`src/sv/cblp_pkg.sv`:
```
// shared constants, beat structs and shared-unit command types for the lattice pricer
package cblp_pkg;

	localparam int MAX_STEPS = 256;
	localparam int PRICE_W   = 32;
	localparam int STEP_W    = 9;
	localparam int ROW_DEPTH = MAX_STEPS + 1;
	localparam int ADDR_W    = $clog2(ROW_DEPTH);
	localparam int MUL_W     = 32;
	localparam int POW_W     = 2 * MUL_W;
	localparam int ACC_W     = 3 * MUL_W;
	localparam int SHF_W     = ACC_W - 16;
	localparam int PH_W      = 4;
	localparam int CFG_W     = 32;
	localparam int CFG_IDX_W = 3;

	localparam logic [POW_W-1:0] ONE_Q30 = POW_W'(64'h4000_0000);

	localparam logic [CFG_W-1:0] UP_RST   = 32'h4000_0000;
	localparam logic [CFG_W-1:0] DOWN_RST = 32'h4000_0000;
	localparam logic [CFG_W-1:0] PAR_RST  = 32'd6553600;
	localparam logic [CFG_W-1:0] CONV_RST = 32'd65536;
	localparam logic [CFG_W-1:0] CALL_RST = 32'hFFFF_FFFF;

	typedef enum logic [CFG_IDX_W-1:0] {
		REG_UP_FACTOR       = 3'd0,
		REG_DOWN_FACTOR     = 3'd1,
		REG_WEIGHT_UP       = 3'd2,
		REG_WEIGHT_DOWN     = 3'd3,
		REG_RECOVERY_TERM   = 3'd4,
		REG_PAR_AMOUNT      = 3'd5,
		REG_CONVERSION_RATIO = 3'd6,
		REG_CALL_PRICE      = 3'd7
	} cfg_idx_t;

	// right shift applied when a product is taken out of the accumulator
	typedef enum logic [1:0] {
		SH_16 = 2'd0,
		SH_30 = 2'd1,
		SH_31 = 2'd2
	} shift_t;

	typedef struct packed {
		logic   go;
		logic   add_hi;
		shift_t sh;
		logic   cap64;
	} mul_cmd_t;

	typedef struct packed {
		logic [POW_W-1:0] value;
		logic             ovf;
	} mul_res_t;

	typedef struct packed {
		logic [PRICE_W-1:0] spot_price;
		logic [STEP_W-1:0]  step_count;
	} in_beat_t;

	typedef struct packed {
		logic [PRICE_W-1:0] bond_value;
		logic               saturated;
	} out_beat_t;

endpackage

```
`src/sv/cblp_mul_unit.sv`:
```
// shared 32x32 multiplier with 96-bit accumulator, shift-out and saturation
module cblp_mul_unit import cblp_pkg::*; (
	input  logic             clk,
	input  logic             arst_n,
	input  mul_cmd_t         cmd,
	input  logic [MUL_W-1:0] op_a,
	input  logic [MUL_W-1:0] op_b,
	output mul_res_t         res
);

	logic [POW_W-1:0] prod_s1;
	logic             go_s1;
	logic             add_hi_s1;
	logic [ACC_W-1:0] acc_q;
	logic [SHF_W-1:0] shifted;
	logic             over;

	always_ff @(posedge clk or negedge arst_n) begin
		if (!arst_n) begin
			go_s1     <= 1'b0;
			add_hi_s1 <= 1'b0;
		end else begin
			go_s1     <= cmd.go;
			add_hi_s1 <= cmd.add_hi;
		end
	end

	always_ff @(posedge clk) begin
		if (cmd.go) begin
			prod_s1 <= op_a * op_b;
		end
		// upper partial product lands one word up
		if (go_s1) begin
			if (add_hi_s1) begin
				acc_q <= acc_q + {prod_s1, {MUL_W{1'b0}}};
			end else begin
				acc_q <= {{(ACC_W-POW_W){1'b0}}, prod_s1};
			end
		end
	end

	always_comb begin
		case (cmd.sh)
			SH_16:   shifted = SHF_W'(acc_q >> 16);
			SH_30:   shifted = SHF_W'(acc_q >> 30);
			SH_31:   shifted = SHF_W'(acc_q >> 31);
			default: shifted = '0;
		endcase
	end

	assign over = cmd.cap64 ? (|shifted[SHF_W-1:POW_W]) : (|shifted[SHF_W-1:PRICE_W]);

	always_comb begin
		res.ovf = over;
		if (cmd.cap64) begin
			res.value = over ? {POW_W{1'b1}} : shifted[POW_W-1:0];
		end else begin
			res.value = over ? {{(POW_W-PRICE_W){1'b0}}, {PRICE_W{1'b1}}}
			                 : {{(POW_W-PRICE_W){1'b0}}, shifted[PRICE_W-1:0]};
		end
	end

endmodule

```
`config.mk`:
```
export PLATFORM = sky130hd
export DESIGN_NAME = cblp_mul_unit
export DESIGN_NICKNAME = d
export VERILOG_FILES = /design/src/sv/cblp_pkg.sv /design/src/sv/cblp_mul_unit.sv
export SDC_FILE = /design/constraint.sdc
export NUM_CORES = 2
export LEC_CHECK = 0
export BUFFER_PORTS_ARGS = -buffer_cell sky130_fd_sc_hd__buf_4
export CAP_MARGIN = 20
export CORE_MARGIN = 5
export CORE_UTILIZATION = 45
export CTS_CLUSTER_DIAMETER = 50
export DETAILED_ROUTE_END_ITERATION = 10
export PLACE_DENSITY = 0.62
export SYNTH_ARGS = -nofsm -noshare
export SYNTH_HDL_FRONTEND = slang
export SYNTH_SLANG_ARGS = --single-unit
export TNS_END_PERCENT = 50
```
`constraint.sdc`:
```
create_clock -name clk -period 4 [get_ports clk]
set_clock_uncertainty 0.15 [all_clocks]
set_input_delay 0.4 -clock clk [delete_from_list [all_inputs] [get_ports clk]]
set_output_delay 0.4 -clock clk [all_outputs]
set_load 0.02 [all_outputs]
```
==> results by group <==
Worst setup path
  – Critical Path Source Type: primary input
  – Cell family with most CP delay: adder cells
  – Worst path bufs/invs: 8
  – Crit path max fanout: 17
  – Crit end category: flop
  – Max stage delay on crit path: approximately 0.58 ns
  – Setup crit end: prod_s1[61]
  – Worst setup path start: op_a[17]
  – R2r endpoint: acc_q[93]
  – Crit path depth: 26
  – R2R Setup Slk: 0.17 ns
  – RR Startpoint: acc_q[45]
  – Worst reg-to-reg path cell count: 11
  – Required time of the critical path: roughly 4.0 ns
  – Crit path kind: primary input to flop
  – CP max-delay cell: fa_2
  – Worst EP arrival: approximately 7.3 ns

CTS
  – Worst-path clk slew: 0.06 ns
  – Max Root-Sink Buffers: 2
  – H-tree depth: 4
  – TritonCTS Sinks: roughly 150
  – Clk_lat worst skew: around 0.44 ns
  – Clock root buffer: clkbuf_16
  – Cts bufs inserted: 17
  – CTS tree: done

Detailed routing
  – DR vias/cell: about 5.2
  – Wire per inst: 19.2 µm
  – Drt first pass iters: 5
  – Initial DRC count: 2067
  – ANT nets after route: 0
  – Final wirelength: between 100000 and 150000 µm
  – Via Count: between 30000 and 40000
  – # DRC: 0

Finish
  – Cell area after layout: about 52000 µm²
  – Layout cell share with drive strength beyond 1: 17.1%
  – Final Core Density: roughly 53%
  – Layout Nets: around 6500
  – Fill count: approximately 9000
  – Fin cells: ~6600
  – Layout area overhead: 18.1%

GRT
  – Vias in the first global route: about 36000
  – First-pass GRT wire length: 200000 µm
  – Pin count of the biggest net entering global routing: 94
  – Global route total overflow: 0
  – Tot GR Track Use: approximately a quarter
  – Initial antenna violation count: 0

STA
  – Final Hold Fails: 0
  – RSZ-0062 raised after global routing: yes
  – Least-Margin Pin Slew: between 0.9 and 1 ns
  – Final Cycle Share: 181%
  – Slew headroom: slightly below 40%
  – Setup ws final: -3.25 ns
  – Highest clock rate: around 140 MHz
  – Pins Over Slew Limit: 0
  – Period minus WS final: a little over 7 ns
  – Final setup fails: 56

Placed design
  – Placed inst area: 49500 µm²
  – Hpwl dp: 108000 µm
  – Placer Congestion: about 0.92
  – Placed insts: 6480
  – Pre-CTS WS: -3.92 ns
  – PortBufs: about 140

Die
  – Row count: 115
  – Core footprint: 98000 µm²
  – Chip Width: 324 µm
  – Die Ht: 324 µm
  – Die area: 105000 µm²
  – # IOs: 136
  – Starting Density: 45.2%

Synth
  – Mean Syn Cell Area: 8.98 µm²
  – Number of synthesis warnings: 0
  – Synth cell count leaders: inv_1, fa_1, and2_1
  – Distinct cells, synth: 76
  – Synth Instances: approximately 4900
  – Count leader, synth: inv_1
  – Cell taking the most area after synthesis: fa_1
  – Ys flop type: edfxtp_1
  – Synth top area cells: fa_1, edfxtp_1, ha_1
  – Post-synth top area share: 40.6%
  – Syn nets: 6224
  – Post-synth EDFFs: roughly 140
  – Synthesized area: ~44000 µm²
  – Async SR Flop Fraction: 1.37%
  – Synthesis-stage register bit count: approximately 150
  – Post-synthesis sequential area ratio: ~10%

Min path
  – Hold crit path type: primary input to asynchronous set/reset pin

Outcome
  – Failing checks: setup timing
  – Status: complete, but fails checks

Flow run
  – # Max-Cap Violations: 0
==> cells by family (layout without fill, tap and decap cells) <==
family	Yosys count	in the layout	share of synthesized area, %
other	0	2	0
xor gates and xnor gates	120	120	2.37
muxes	47	47	1.14
AOI/OAI and AO/OA	628	628	8.72
buffers and inverters	1251	1585	10.7
DFF	146	146	9.88
adders and majority gates	1223	1223	49.8
and+or+nand+nor	1515	1515	17.4
==> state kept, by name, indices dropped and copies added (netlist names) <==
register,cells
acc_q,80
prod_s1,64
add_hi_s1,1
go_s1,1
==> cells in the final DEF, fill, tap and decap left out, drive strengths merged, types with 5 or more instances in the layout <==
cell / netlist / routed
buf: 24 / 591
a31oi: 19 / 19
ha: 326 / 326
a21oi: 186 / 186
nor2b: 45 / 45
o211ai: 7 / 7
nand2b: 11 / 11
a2111oi: 5 / 5
o21ai: 205 / 205
nand2: 580 / 580
clkinv: 1 / 6
a211oi: 18 / 18
inv: 957 / 957
o21a: 41 / 41
and3: 14 / 14
fa: 897 / 897
nand4: 38 / 38
clkbuf: 269 / 23
and2: 630 / 630
o21bai: 22 / 22
mux2i: 20 / 20
nand3: 18 / 18
a21o: 76 / 76
xnor2: 72 / 72
edfxtp: 144 / 144
nor4: 14 / 14
nor3: 22 / 22
or3: 5 / 5
xor2: 48 / 48
mux2: 27 / 27
nor2: 122 / 122
o31ai: 9 / 9
a221oi: 5 / 5
==> stage by stage <==
| stage | hold slack, ns | setup TNS [ns] |
|---|---|---|
| after CTS | 0.160 | -147.48 |
| final | 0.157 | -147.87 |
| after detailed placement | 0.0347 | -183.14 |
| after global placement | 0.0346 | -181.53 |
| after global routing | 0.169 | -157.15 |
| after floorplan | -0.0456 | -142.78 |
==> cell type report <==
class | count | area [µm²] | share of cell area (%)
Clock inverter | 11 | 163 | 0.311
Antenna cell | 2 | 5.00 | 0.00957
Sequential cell | 146 | 4380 | 8.37
Multi-Input combinational cell | 3533 | 36500 | 69.8
Timing Repair Buffer | 596 | 5590 | 10.7
Tap cell | 1287 | 1610 | 3.08
Clock buffer | 20 | 437 | 0.835
Inverter | 958 | 3600 | 6.88
==> layer usage <==
layer	track usage [%]	wire, µm	vias up
met3	3.37	7190	152
met2	39.2	58600	995
met1	34.6	56900	17466
li1	-	-	15767
met5	0	0	-
met4	5.59	3020	0
==> how the worst min path moves through the flow <==
stage | end | cells past startpoint | slack [ns]
after CTS | add_hi_s1 | 2 | 0.16
final | add_hi_s1 | 2 | 0.16
after global placement | add_hi_s1 | 1 | 0.03
after detailed placement | add_hi_s1 | 1 | 0.03
after global routing | add_hi_s1 | 2 | 0.17
after floorplan | add_hi_s1 | 0 | -0.05
==> worst reg2reg max path, cell delays in order (launching register included) <==
cell       delay, ns
edfxtp_1        0.52
ha_1            0.46
nand2_1         0.15
a2111oi_0       0.29
o21ai_1         0.21
a21oi_2         0.23
a31oi_2         0.22
a211oi_2        0.35
a21oi_1         0.20
o21ai_1         0.34
a41oi_1         0.29
mux2i_1         0.18
==> timing repair <==
action,CTS,global route
cloned,0,3
pin swaps,77,137
setup buffers,14,26
resized for setup,155,223
hold buffers,2,0
hold endpoints to repair,3,0
endpoints found under the setup margin,58,59
Power is left out: the tool's default activity adds up to more than one toggle a clock period on the data nets, which glitch-free logic cannot reach.
